==> config.mk <==
export PLATFORM = sky130hd
export DESIGN_NAME = box_average_image_downscaler_core
export DESIGN_NICKNAME = d
export VERILOG_FILES = /design/src/hw/rtl/boxds_pkg.sv /design/src/hw/rtl/boxds_ram.sv /design/src/hw/rtl/box_average_image_downscaler_core.sv
export SDC_FILE = /design/constraint.sdc
export NUM_CORES = 1
export LEC_CHECK = 0
export BUFFER_PORTS_ARGS = -buffer_cell sky130_fd_sc_hd__buf_2
export CAP_MARGIN = 20
export CORE_ASPECT_RATIO = 1.4
export CORE_UTILIZATION = 35
export DETAILED_ROUTE_END_ITERATION = 6
export HOLD_SLACK_MARGIN = 0.02
export PLACE_DENSITY = 0.5
export SYNTH_ARGS = -nofsm -noshare
export SYNTH_HDL_FRONTEND = slang
export SYNTH_SLANG_ARGS = --single-unit
export TNS_END_PERCENT = 100
==> constraint.sdc <==
create_clock -name i_clk -period 5.3 [get_ports i_clk]
set_input_delay 0.265 -clock i_clk [delete_from_list [all_inputs] [get_ports i_clk]]
set_output_delay 0.265 -clock i_clk [all_outputs]
set_load 0.01 [all_outputs]
==> src/hw/rtl/boxds_pkg.sv <==
`default_nettype none

package boxds_pkg;

    // Default frame geometry
    localparam int SRC_SIZE_DEF = 64;
    localparam int DST_SIZE_DEF = 28;

    // Q1.15 result format
    localparam int          QUO_W = 16;
    localparam logic [15:0] Q_ONE = 16'h8000;

    // Configuration register indexes
    localparam int          CFG_IDX_W  = 2;
    localparam logic [1:0]  CFG_INVERT = 2'd0;
    localparam logic [1:0]  CFG_BLANK  = 2'd1;

    typedef struct packed {
        logic [7:0] pixel;
        logic       frame_start;
    } t_in_item;

    typedef struct packed {
        logic [4:0]  dst_row;
        logic [4:0]  dst_col;
        logic [15:0] value;
        logic        frame_last;
    } t_out_item;

endpackage

`default_nettype wire

==> src/hw/rtl/boxds_ram.sv <==
`default_nettype none

module boxds_ram #(
    parameter int WIDTH = 16,
    parameter int DEPTH = 28,
    parameter int AW    = (DEPTH > 1) ? $clog2(DEPTH) : 1
) (
    input  wire logic             i_clk,
    input  wire logic             i_we,
    input  wire logic [AW-1:0]    i_waddr,
    input  wire logic [WIDTH-1:0] i_wdata,
    input  wire logic [AW-1:0]    i_raddr,
    output logic      [WIDTH-1:0] o_rdata
);

    logic [WIDTH-1:0] r_mem [DEPTH];
    logic [WIDTH-1:0] r_rdata;

    // Write one word, read one word with registered output
    always_ff @(posedge i_clk) begin
        if (i_we) begin
            r_mem[i_waddr] <= i_wdata;
        end
        r_rdata <= r_mem[i_raddr];
    end

    assign o_rdata = r_rdata;

endmodule

`default_nettype wire

==> src/hw/rtl/box_average_image_downscaler_core.sv <==
`default_nettype none

// Box-average downscaler: takes the pixels of a SRC_SIZE x SRC_SIZE frame in
// raster order and emits one Q1.15 result per DST_SIZE x DST_SIZE output cell,
// the cell mean scaled to 1.0 = 32768 (optionally inverted, with destination
// row zero optionally forced to zero). Per-cell sums and counts for one output
// row sit in a small RAM with valid bits, so frame_start clears them at once.
// A pixel that finishes no cell is accepted, then its cell accumulator gets a
// read-modify-write. A pixel that finishes a cell passes through the accept
// state, the accumulate state, a state that forms the divisor count*255, the
// bit-serial restoring divider that produces the 16-bit quotient, and the
// state that loads the output register. Input stall is high
// while an item is in work. A finished result waits in the output register
// while further pixels are accepted; the block holds only if a second result
// is ready before the first is taken. Configuration writes are always ready.
module box_average_image_downscaler_core #(
    parameter int SRC_SIZE = boxds_pkg::SRC_SIZE_DEF,
    parameter int DST_SIZE = boxds_pkg::DST_SIZE_DEF
) (
    input  wire logic                           i_clk,
    input  wire logic                           i_rst_n,
    input  wire logic                           i_valid,
    output logic                                o_stall,
    input  wire boxds_pkg::t_in_item            i_data,
    output logic                                o_valid,
    input  wire logic                           i_stall,
    output boxds_pkg::t_out_item                o_data,
    input  wire logic                           i_cfg_valid,
    output logic                                o_cfg_ready,
    input  wire logic [boxds_pkg::CFG_IDX_W-1:0] i_cfg_index,
    input  wire logic                           i_cfg_data
);

    import boxds_pkg::*;

    localparam int SRC_W  = $clog2(SRC_SIZE);
    localparam int DST_W  = (DST_SIZE > 1) ? $clog2(DST_SIZE) : 1;
    localparam int CELL_N = ((SRC_SIZE + DST_SIZE - 1) / DST_SIZE) ** 2;
    localparam int CNT_W  = $clog2(CELL_N + 1);
    localparam int SUM_W  = CNT_W + 8;
    localparam int DIV_W  = CNT_W + 8;
    localparam int MEM_W  = CNT_W + SUM_W;
    localparam int STEP_W = $clog2(QUO_W);

    localparam logic [SRC_W:0]    SRC_V    = (SRC_W + 1)'(SRC_SIZE);
    localparam logic [SRC_W-1:0]  SRC_LAST = SRC_W'(SRC_SIZE - 1);
    localparam logic [SRC_W:0]    DR_V     = (SRC_W + 1)'(DST_SIZE % SRC_SIZE);
    localparam logic [DST_W-1:0]  DQ_V     = DST_W'(DST_SIZE / SRC_SIZE);
    localparam logic [DST_W-1:0]  DST_LAST = DST_W'(DST_SIZE - 1);
    localparam logic [STEP_W-1:0] STEP_END = STEP_W'(QUO_W - 1);

    // Sequencer states
    localparam logic [2:0] ST_IDLE = 3'd0;
    localparam logic [2:0] ST_ACC  = 3'd1;
    localparam logic [2:0] ST_PREP = 3'd2;
    localparam logic [2:0] ST_DIV  = 3'd3;
    localparam logic [2:0] ST_DONE = 3'd4;

    logic [2:0]          r_state;
    logic                r_invert;
    logic                r_blank;

    // Source position and its mapping onto the output grid
    logic [SRC_W-1:0]    r_col, r_row;
    logic [SRC_W-1:0]    r_col_rem, r_row_rem;
    logic [DST_W-1:0]    r_dc_pos, r_dr_pos;
    logic [SRC_W-1:0]    n_col, n_row, n_col_rem, n_row_rem;
    logic [DST_W-1:0]    n_dc_pos, n_dr_pos;

    // Item in work
    logic [7:0]          r_pix;
    logic [DST_W-1:0]    r_dc, r_dr;
    logic                r_emit;
    logic                r_last;
    logic [DST_SIZE-1:0] r_valid;
    logic [SUM_W-1:0]    r_sum;
    logic [CNT_W-1:0]    r_cnt;

    // Divider
    logic [DIV_W-1:0]    r_div;
    logic [DIV_W-1:0]    r_rem;
    logic [QUO_W-1:0]    r_quo;
    logic [STEP_W-1:0]   r_step;

    // Output register
    logic                r_o_valid;
    t_out_item           r_out;

    logic                accept;
    logic                fs;
    logic [SRC_W-1:0]    c_eff, r_eff, c_rem_eff, r_rem_eff;
    logic [DST_W-1:0]    dc_eff, dr_eff;
    logic [SRC_W:0]      t_c, t_r;
    logic                c_carry, r_carry, c_end, r_end, last_c, last_r;
    logic [MEM_W-1:0]    mem_rdata;
    logic [SUM_W-1:0]    old_sum, sum_new;
    logic [CNT_W-1:0]    old_cnt, cnt_new;
    logic [DIV_W:0]      sh;
    logic [DIV_W:0]      diff;
    logic                ge;
    logic                out_load;
    logic [QUO_W-1:0]    value;

    assign accept      = i_valid && !o_stall;
    assign o_stall     = (r_state != ST_IDLE);
    assign o_cfg_ready = 1'b1;
    assign fs          = i_data.frame_start;

    // Position of this pixel; frame start restarts at the origin
    assign c_eff     = fs ? '0 : r_col;
    assign r_eff     = fs ? '0 : r_row;
    assign c_rem_eff = fs ? '0 : r_col_rem;
    assign r_rem_eff = fs ? '0 : r_row_rem;
    assign dc_eff    = fs ? '0 : r_dc_pos;
    assign dr_eff    = fs ? '0 : r_dr_pos;

    // Step the grid mapping: position*DST = cell*SRC + remainder
    assign t_c     = {1'b0, c_rem_eff} + DR_V;
    assign t_r     = {1'b0, r_rem_eff} + DR_V;
    assign c_carry = (t_c >= SRC_V);
    assign r_carry = (t_r >= SRC_V);
    assign c_end   = (c_eff == SRC_LAST);
    assign r_end   = (r_eff == SRC_LAST);
    assign last_c  = c_end || (DQ_V != '0) || c_carry;
    assign last_r  = r_end || (DQ_V != '0) || r_carry;

    always_comb begin
        n_col     = c_eff + SRC_W'(1);
        n_col_rem = c_carry ? SRC_W'(t_c - SRC_V) : SRC_W'(t_c);
        n_dc_pos  = dc_eff + DQ_V + DST_W'(c_carry);
        n_row     = r_eff;
        n_row_rem = r_rem_eff;
        n_dr_pos  = dr_eff;
        if (c_end) begin
            n_col     = '0;
            n_col_rem = '0;
            n_dc_pos  = '0;
            n_row     = r_eff + SRC_W'(1);
            n_row_rem = r_carry ? SRC_W'(t_r - SRC_V) : SRC_W'(t_r);
            n_dr_pos  = dr_eff + DQ_V + DST_W'(r_carry);
            if (r_end) begin
                n_row     = '0;
                n_row_rem = '0;
                n_dr_pos  = '0;
            end
        end
    end

    // Cell accumulators: {count, sum} per output column
    boxds_ram #(
        .WIDTH (MEM_W),
        .DEPTH (DST_SIZE)
    ) u_acc_ram (
        .i_clk   (i_clk),
        .i_we    (r_state == ST_ACC),
        .i_waddr (r_dc),
        .i_wdata ({cnt_new, sum_new}),
        .i_raddr (dc_eff),
        .o_rdata (mem_rdata)
    );

    assign old_sum = r_valid[r_dc] ? mem_rdata[SUM_W-1:0] : '0;
    assign old_cnt = r_valid[r_dc] ? mem_rdata[MEM_W-1:SUM_W] : '0;
    assign sum_new = old_sum + SUM_W'(r_pix);
    assign cnt_new = old_cnt + CNT_W'(1);

    // One restoring division step per cycle
    assign sh   = {r_rem, r_quo[QUO_W-1]};
    assign diff = sh - {1'b0, r_div};
    assign ge   = (sh >= {1'b0, r_div});

    // Final value from the quotient
    always_comb begin
        value = r_invert ? (Q_ONE - r_quo) : r_quo;
        if (r_blank && (r_dr == '0)) begin
            value = '0;
        end
    end

    assign out_load = (r_state == ST_DONE) && (!r_o_valid || !i_stall);

    // Configuration registers
    always_ff @(posedge i_clk) begin
        if (!i_rst_n) begin
            r_invert <= 1'b1;
            r_blank  <= 1'b1;
        end else if (i_cfg_valid && o_cfg_ready) begin
            unique case (i_cfg_index)
                CFG_INVERT: r_invert <= i_cfg_data;
                CFG_BLANK:  r_blank  <= i_cfg_data;
                default:    ;
            endcase
        end
    end

    // Sequencer, position and valid bits
    always_ff @(posedge i_clk) begin
        if (!i_rst_n) begin
            r_state   <= ST_IDLE;
            r_col     <= '0;
            r_row     <= '0;
            r_col_rem <= '0;
            r_row_rem <= '0;
            r_dc_pos  <= '0;
            r_dr_pos  <= '0;
            r_valid   <= '0;
            r_step    <= '0;
        end else begin
            unique case (r_state)
                ST_IDLE: begin
                    if (accept) begin
                        r_col     <= n_col;
                        r_row     <= n_row;
                        r_col_rem <= n_col_rem;
                        r_row_rem <= n_row_rem;
                        r_dc_pos  <= n_dc_pos;
                        r_dr_pos  <= n_dr_pos;
                        if (fs) begin
                            r_valid <= '0;
                        end
                        r_state <= ST_ACC;
                    end
                end
                ST_ACC: begin
                    r_valid[r_dc] <= !r_emit;
                    r_state       <= r_emit ? ST_PREP : ST_IDLE;
                end
                ST_PREP: begin
                    r_step  <= '0;
                    r_state <= ST_DIV;
                end
                ST_DIV: begin
                    r_step <= r_step + STEP_W'(1);
                    if (r_step == STEP_END) begin
                        r_state <= ST_DONE;
                    end
                end
                ST_DONE: begin
                    if (out_load) begin
                        r_state <= ST_IDLE;
                    end
                end
                default: r_state <= ST_IDLE;
            endcase
        end
    end

    // Request payload and divider datapath
    always_ff @(posedge i_clk) begin
        if (accept) begin
            r_pix  <= i_data.pixel;
            r_dc   <= dc_eff;
            r_dr   <= dr_eff;
            r_emit <= last_r && last_c;
            r_last <= (dr_eff == DST_LAST) && (dc_eff == DST_LAST);
        end
        if (r_state == ST_ACC) begin
            r_sum <= sum_new;
            r_cnt <= cnt_new;
        end
        if (r_state == ST_PREP) begin
            r_div <= {r_cnt, 8'h00} - DIV_W'(r_cnt);
            r_rem <= DIV_W'(r_sum >> 1);
            r_quo <= {r_sum[0], {(QUO_W - 1){1'b0}}};
        end
        if (r_state == ST_DIV) begin
            r_rem <= ge ? diff[DIV_W-1:0] : sh[DIV_W-1:0];
            r_quo <= {r_quo[QUO_W-2:0], ge};
        end
        if (out_load) begin
            r_out.dst_row    <= 5'(r_dr);
            r_out.dst_col    <= 5'(r_dc);
            r_out.value      <= value;
            r_out.frame_last <= r_last;
        end
    end

    // Output register: load from the divider, drop when taken
    always_ff @(posedge i_clk) begin
        if (!i_rst_n) begin
            r_o_valid <= 1'b0;
        end else if (out_load) begin
            r_o_valid <= 1'b1;
        end else if (!i_stall) begin
            r_o_valid <= 1'b0;
        end
    end

    assign o_valid = r_o_valid;
    assign o_data  = r_out;

`ifndef NO_ASSERTIONS
    a_rem_below_div: assert property (@(posedge i_clk) disable iff (!i_rst_n)
        (r_state == ST_DIV) |-> (r_rem < r_div))
        else $error("divider remainder not below divisor");

    a_quo_range: assert property (@(posedge i_clk) disable iff (!i_rst_n)
        (r_state == ST_DONE) |-> (r_quo <= Q_ONE))
        else $error("cell mean above 1.0");

    a_load_shows: assert property (@(posedge i_clk) disable iff (!i_rst_n)
        out_load |=> (o_valid && (r_state == ST_IDLE)))
        else $error("finished result not presented");
`endif

endmodule

`default_nettype wire

==> metrics.md, run 1 <==
| Metric | Value |
|---|---|
| CTS root buffer | `clkbuf_16` |
| RSZ-0062 raised after global routing | `no` |
| Detailed Place HPWL | `42100 um` |
| Switching Power | `3170 uW` |
| Clock power frac | `0.357` |
| Yosys top cell by area | `edfxtp_1` |
| Worst Setup Path Type | `reg -> reg` |
| Antenna fix cells | `0` |
| Initial DRC Count | `about 1300` |
| CTS Buf Count | `61` |
| Synth Instances | `1939` |
| Core Rows | `between 100 and 150` |
| Layout cells sized above 1 | `0.137` |
| Critical path arrival | `5230 ps` |
| Main synth FF type | `edfxtp_1` |
| Starting Density | `0.353` |
| Initial antenna violation count | `0` |
| CP Capture Type | `register` |
| Flops & latches, synth | `634` |
| GRT Resource Usage Total | `0.189` |
| Worst slew margin | `0.229` |
| WL/cell | `24.4 um` |
| Worst r2r path cells | `13` |
| Worst skew pair latency | `between 600 and 700 ps` |
| Syn Nets | `about 2000` |
| Worst-margin pin slew | `between 1000 and 1500 ps` |
| Leakage Power | `between 0.009 and 0.01 uW` |
| Die ar. | `78300 um^2` |
| Comb pwr share | `0.129` |
| Fin crit share | `0.927` |
| Most numerous cell in the Yosys netlist | `edfxtp_1` |
| Power Density | `390 nW/um^2` |
| Most frequent cells after synthesis | `edfxtp_1 (550), o21ai_0 (141), mux2i_1 (132)` |
| GR Overflow Total | `0` |
| Nets | `roughly 2100` |
| DR vias | `16589` |
| CTS tree | `built` |
| Crit path launch type | `register` |
| Setup Buffers After CTS | `0` |
| Routed Antenna Nets | `0` |
| Final hold vios | `0` |
| Worst IR Drop VDD | `0.273 mV` |
| Pint | `a little under 9000 uW` |
| Port Buffers | `45` |
| Share of the synthesized area in the top cell type | `0.612` |
| Pre-antenna DRT Iters | `5` |
| Critical path data required time | `around 5600 ps` |
| H-tree depth | `2` |
| Clk pin slew, worst setup/hold paths | `60 ps` |
| Bufs on Longest Clock Path | `3` |
| Die Y | `~330 um` |
| I/O pin total | `47` |
| Flop pwr share | `0.514` |
| Top post-synthesis cells by area | `edfxtp_1 (61%), dfxtp_1 (6.2%), mux2i_1 (4.9%), o21ai_0 (2.6%), o221ai_1 (2.1%)` |
| Final Slew Violations | `0` |
| Number of synthesis warnings | `0` |
| Slack of the critical path | `386 ps` |
| Setup slack at placement | `between 200 and 250 ps` |
| Max Cap Viol | `0` |
| Post-CTS resize count | `0` |
| Hold/Removal Path Class | `in -> reg` |
| CP Max Fanout | `29` |
| Max Clk Rate | `0.203 GHz` |
| GPL Wtd Cong | `0.836` |
| First-pass GRT wire length | `109000 um` |
| Vias per inst | `5.47` |
| Post-CTS Hold Fix Bufs | `14` |
| Yosys cell types | `72` |
| Largest net degree at the start of global routing | `98` |
| Core Region | `76400 um^2` |
| Post-route DRC | `0` |
| WHS Path Cells | `3` |
| Mean post-synth cell area | `between 10 and 15 um^2` |
| Outcome | `completed` |
| Skew final | `23.3 ps` |
| Post-Syn Area | `27000 um^2` |
| EDFF count, synth | `550` |
| Vias in the first global route | `16410` |
| Sequential fraction of the synthesis area | `0.674` |
| Area delta synth->final | `13.9%` |
| Crit path time final | `4910 ps` |
| # fillers | `7076` |
| Clock tree sinks | `between 600 and 700` |
| Routed Wire Length | `74000 um` |
| Die Width | `between 200 and 250 um` |
| Setup TNS | `0 ps` |
| Synth async-reset ratio | `0` |
| Switching Fraction | `0.264` |
| Final-report setup violation count | `0` |
[power groups by stage]
stage,combinational (uW),clock (uW),sequential [uW]
after floorplan,1030,0,6190
after global placement,1480,0,6270
after detailed placement,1530,0,6270
after CTS,1540,4410,6170
after global routing,1720,4570,6180
final,1550,4280,6160
[routing by layer]
metal / up-vias / global-route usage / part of all wire
met5: - / 0 / 0
met4: 0 / 0.0606 / 0.029
met3: 120 / 0.0251 / 0.040
met2: 417 / 0.340 / 0.52
met1: 8424 / 0.233 / 0.42
li1: 7628 / - / -
[final timing paths]
path              startpoint                endpoint  slack, ps
setup / recovery     r_dc[0]  u_acc_ram.r_mem[1][10]        390
hold / removal       i_rst_n                r_invert        160
setup reg to reg     r_dc[0]  u_acc_ram.r_mem[1][10]        390
hold reg to reg       r_last               o_data[0]        430
[kinds of logic (layout without fill, tap and decap cells)]
logic type               after synthesis  count (layout)  share of synthesized area
XOR/XNOR                              39              39                     0.0127
adder cells (fa/ha/maj)               36              36                     0.0172
AO/OA/AOI/OAI                        490             490                      0.120
flip-flops                           634             634                      0.674
multiplexers                         171             171                     0.0748
AND/OR/NAND/NOR                      415             415                     0.0785
other                                  1               1                   0.000139
buffers and inverters                153             271                     0.0231
[registers in the layout, summed over array words and instances, names as in the netlist, 3 cells and up]
register           count
u_acc_ram.r_mem      448
r_valid               28
o_data                27
r_quo                 16
u_acc_ram.o_rdata     16
r_rem                 12
r_sum                 12
r_div                 11
r_pix                  8
r_col                  6
r_row                  6
r_dc                   5
r_dc_pos               5
r_dr                   5
r_dr_pos               5
r_cnt                  4
r_col_rem              4
r_row_rem              4
r_step                 4
r_state                3
[cell type report]
| type | count | area (um^2) | area share |
|---|---|---|---|
| Clock buffer | 76 | 1610 | 0.0525 |
| Clock inverter | 40 | 343 | 0.0112 |
| Inverter | 27 | 101 | 0.00330 |
| Multi-Input combinational cell | 1152 | 8260 | 0.269 |
| Sequential cell | 634 | 18200 | 0.592 |
| Tap cell | 976 | 1220 | 0.0397 |
| Timing Repair Buffer | 128 | 996 | 0.0324 |
[cells in the final DEF (no fill, tap or decap), types with 17 or more instances in the layout]
cell       count
and2_1        25
xor2_1        18
o21ai_0      141
edfxtp_1     550
a21oi_1       82
buf_2         46
a21o_1        28
o221ai_1      65
o22ai_1       17
and3_1        20
clkbuf_16     61
a22oi_1       32
dfxtp_1       80
o211ai_1      18
nand3_1       28
mux4_2        23
nor2_1        80
nor2b_1       42
ha_1          34
nor3_1        21
inv_1         25
nand2_1      126
buf_4         55
a21boi_0      38
mux2i_1      132
[critical path, stage by stage (launching register included)]
cell	delay [ps]
edfxtp_1	720
mux4_2	590
a22oi_1	270
o311ai_2	240
and2_1	230
ha_1	220
fa_1	460
a211oi_1	270
nor2_1	120
o31ai_1	340
buf_4	180
a211oi_1	60
xor2_1	120
and2_1	740
[stage by stage]
step | total power, uW | area, um^2 | cells | hold slack, ps | util
after floorplan | 7220 | 27000 | 1939 | 364 | -
after global placement | 7750 | 28600 | 2896 | 409 | 0.374
after detailed placement | 7800 | 28600 | 2897 | 418 | 0.374
after CTS | 12100 | 30700 | 3027 | 142 | 0.401
after global routing | 12500 | 30700 | 3033 | 182 | 0.402
final | 12000 | 30700 | 3033 | 158 | 0.402
Note: power is estimated with default switching activity, not from simulation.
==> run 2, diff against run 1 <==
PLACE_DENSITY = 0.58   (was 0.5)
==> metrics.md, run 2 (synthesis gave the netlist of run 1 again) <==
| Metric | Value |
|---|---|
| Outcome | `completed` |
| Antenna fix cells | `0 (unchanged)` |
| I/O pin total | `47 (unchanged)` |
| Reg2reg end | `u_acc_ram.r_mem[12][10]` |
| Max layer used | `met4` |
| Vias per inst | `5.49 (+0.39%)` |
| Initial antenna violation count | `0 (unchanged)` |
| # fillers | `6964 (-1.6%)` |
| Initial DRC Count | `1499 (+15%)` |
| CTS Buf Count | `60 (-1.6%)` |
| GR Overflow Total | `0 (unchanged)` |
| Worst hold path startpoint | `i_valid` |
| WHS Endpoint | `r_state[0]` |
| Crit path time final | `4850 ps (-68.2 ps)` |
| Clk pin slew, worst setup/hold paths | `60 ps (about the same)` |
| Worst path cell trace | `mux4_2, a22oi_1, o311ai_2, and2_1, ha_1, fa_1, a211oi_1, nor2_1, o31ai_1, a211oi_1, xor2_1, and2_1` |
| Post-route DRC | `0 (unchanged)` |
| Clock tree sinks | `634 (unchanged)` |
| Port Buffers | `45 (unchanged)` |
| Detailed Place HPWL | `40200 um (-4.6%)` |
| GPL Wtd Cong | `0.840 (+0.42%)` |
| Worst slew margin | `0.227 (-0.00185)` |
| Routed Wire Length | `69000 um (-6.8%)` |
| Pre-antenna DRT Iters | `7 (+2)` |
| GRT Resource Usage Total | `0.173 (-0.0154)` |
| H-tree depth | `2 (unchanged)` |
| Critical path data required time | `5610 ps (about the same)` |
| First-pass GRT wire length | `102000 um (-6.3%)` |
| Sum of routed wire segments on met1 | `28100 um (-8.6%)` |
| WL/cell | `22.7 um (-6.8%)` |
| Core Rows | `120 (unchanged)` |
| Nets | `2058 (+0.049%)` |
| Bufs on Longest Clock Path | `3 (unchanged)` |
| Worst skew pair latency | `640 ps (-20 ps)` |
| Skew final | `22.2 ps (-1.14 ps)` |
| WHS Path Cells | `4 (+1)` |
| Final Slew Violations | `0 (unchanged)` |
| Worst-margin pin slew | `1160 ps (+2.76 ps)` |
| Hold/Removal Path Class | `in -> reg` |
| Max stage delay on crit path | `730 ps (about the same)` |
| Reg with most FFs | `u_acc_ram.r_mem` |
| Largest net degree at the start of global routing | `97 (-1.0%)` |
| Critical path arrival | `5160 ps (-70 ps)` |
| Routed Antenna Nets | `0 (unchanged)` |
| Die Width | `237 um (unchanged)` |
| Worst IR Drop VDD | `0.258 mV (-5.5%)` |
| DR vias | `16653 (+0.39%)` |
| WL met2 | `35500 um (-7.2%)` |
| Layout cells sized above 1 | `0.137 (-0.000486)` |
| Final hold vios | `0 (unchanged)` |
| Largest register FFs | `448 (unchanged)` |
| Area delta synth->final | `13.8% (about the same)` |
| Fin crit share | `0.914 (-0.0129)` |
| Die Y | `331 um (unchanged)` |
| RSZ-0062 raised after global routing | `no` |
| Most frequent cells in the layout | `edfxtp_1 (550), o21ai_0 (141), mux2i_1 (132), nand2_1 (126), a21oi_1 (82)` |
| Slowest CP cell | `and2_1` |
| CP Max Fanout | `29 (unchanged)` |
| CTS tree | `built` |
| Worst Setup Path Type | `reg -> reg` |
| R2r startpoint | `r_dc[0]` |
| Core Region | `76400 um^2 (unchanged)` |
| Commonest non-fill, non-tap cell in the layout | `edfxtp_1` |
| CP Capture Type | `register` |
| Die ar. | `78300 um^2 (unchanged)` |
| Final-report setup violation count | `0 (unchanged)` |
| Routed length on met3 | `3690 um (+25%)` |
| Leakage Power | `0.00995 uW (about the same)` |
| R2R setup slack | `450 ps (+70 ps)` |
| Setup Buffers After CTS | `0 (unchanged)` |
| Worst r2r path cells | `12 (-1)` |
| Post-layout util | `0.402 (about the same)` |
| Starting Density | `0.353 (unchanged)` |
| Crit path launch type | `register` |
| Setup TNS | `0 ps (unchanged)` |
| Max Cap Viol | `0 (unchanged)` |
| Max Clk Rate | `0.206 GHz (+1.4%)` |
| CTS root buffer | `clkbuf_16` |
| Vias in the first global route | `16287 (-0.75%)` |
| Power Density | `393 nW/um^2 (+0.71%)` |
[run 2: cell types whose count changed in the layout (fill, tap and decap cells not counted), sizes merged]
cell,previous run,this run
clkinv,34,25
inv,27,28
buf,113,117
bufinv,4,7
clkinvlp,2,4
dlygate4sd3,14,13
[run 2: metal layers]
metal | vias to the layer above | track usage
li1 | 7622 | -
met1 | 8415 | 0.215
met2 | 516 | 0.314
met3 | 100 | 0.0224
met4 | 0 | 0.0510
met5 | - | 0
[run 2: per-stage QoR]
step,instance area (um^2),instances,setup slack [ps],hold WS (ps),power (uW)
final,30700,3033,454,92.1,12100
after global routing,30700,3033,156,101,12500
after CTS,30700,3029,170,59.7,12200
after detailed placement,28600,2902,220,414,7800
after global placement,28600,2901,385,407,7740
after floorplan,27000,1939,490,364,7220
[run 2: report_power, final]
group	internal [uW]	switching, uW	leakage, uW
clock	2480	1870	0.000962
sequential	5980	178	0.00570
combinational	484	1070	0.00329
total	8950	3120	0.00995
[run 2: final cells by class]
class,instances,area (um^2),share of cell area
clock buffer,77,1610,0.0522
clock inverter,37,387,0.0126
inverter,27,101,0.00330
multi-input combinational,1152,8260,0.269
sequential,634,18200,0.592
tap,976,1220,0.0397
timing repair buffer,130,953,0.0310
[run 2: critical path, delay by kind of cell (launching register included)]
kind / cells / cell delay, ps
xor gates and xnor gates: 1 / 150
adders and majority gates: 2 / 610
DFF: 1 / 690
and+or+nand+nor: 3 / 1100
muxes: 1 / 590
AOI/OAI and AO/OA: 5 / 1370
[run 2: worst max-delay path by stage]
| stage | from | endpoint | slack [ps] | depth (start not counted) |
|---|---|---|---|---|
| global placement | r_dc[0] | r_sum[8] | 380 | 11 |
| detailed placement | r_dc[0] | u_acc_ram.r_mem[1][8] | 220 | 11 |
| finish | r_dc[0] | u_acc_ram.r_mem[12][10] | 450 | 12 |
| global route | r_dc[0] | u_acc_ram.r_mem[12][10] | 160 | 12 |
| CTS | r_dc[0] | u_acc_ram.r_mem[23][8] | 170 | 11 |
| floorplan | r_dc[0] | r_sum[6] | 490 | 12 |
[run 2: repair_timing]
item                      CTS  global route
resized for setup           0             0
hold endpoints to repair   11             0
hold buffers               13             0
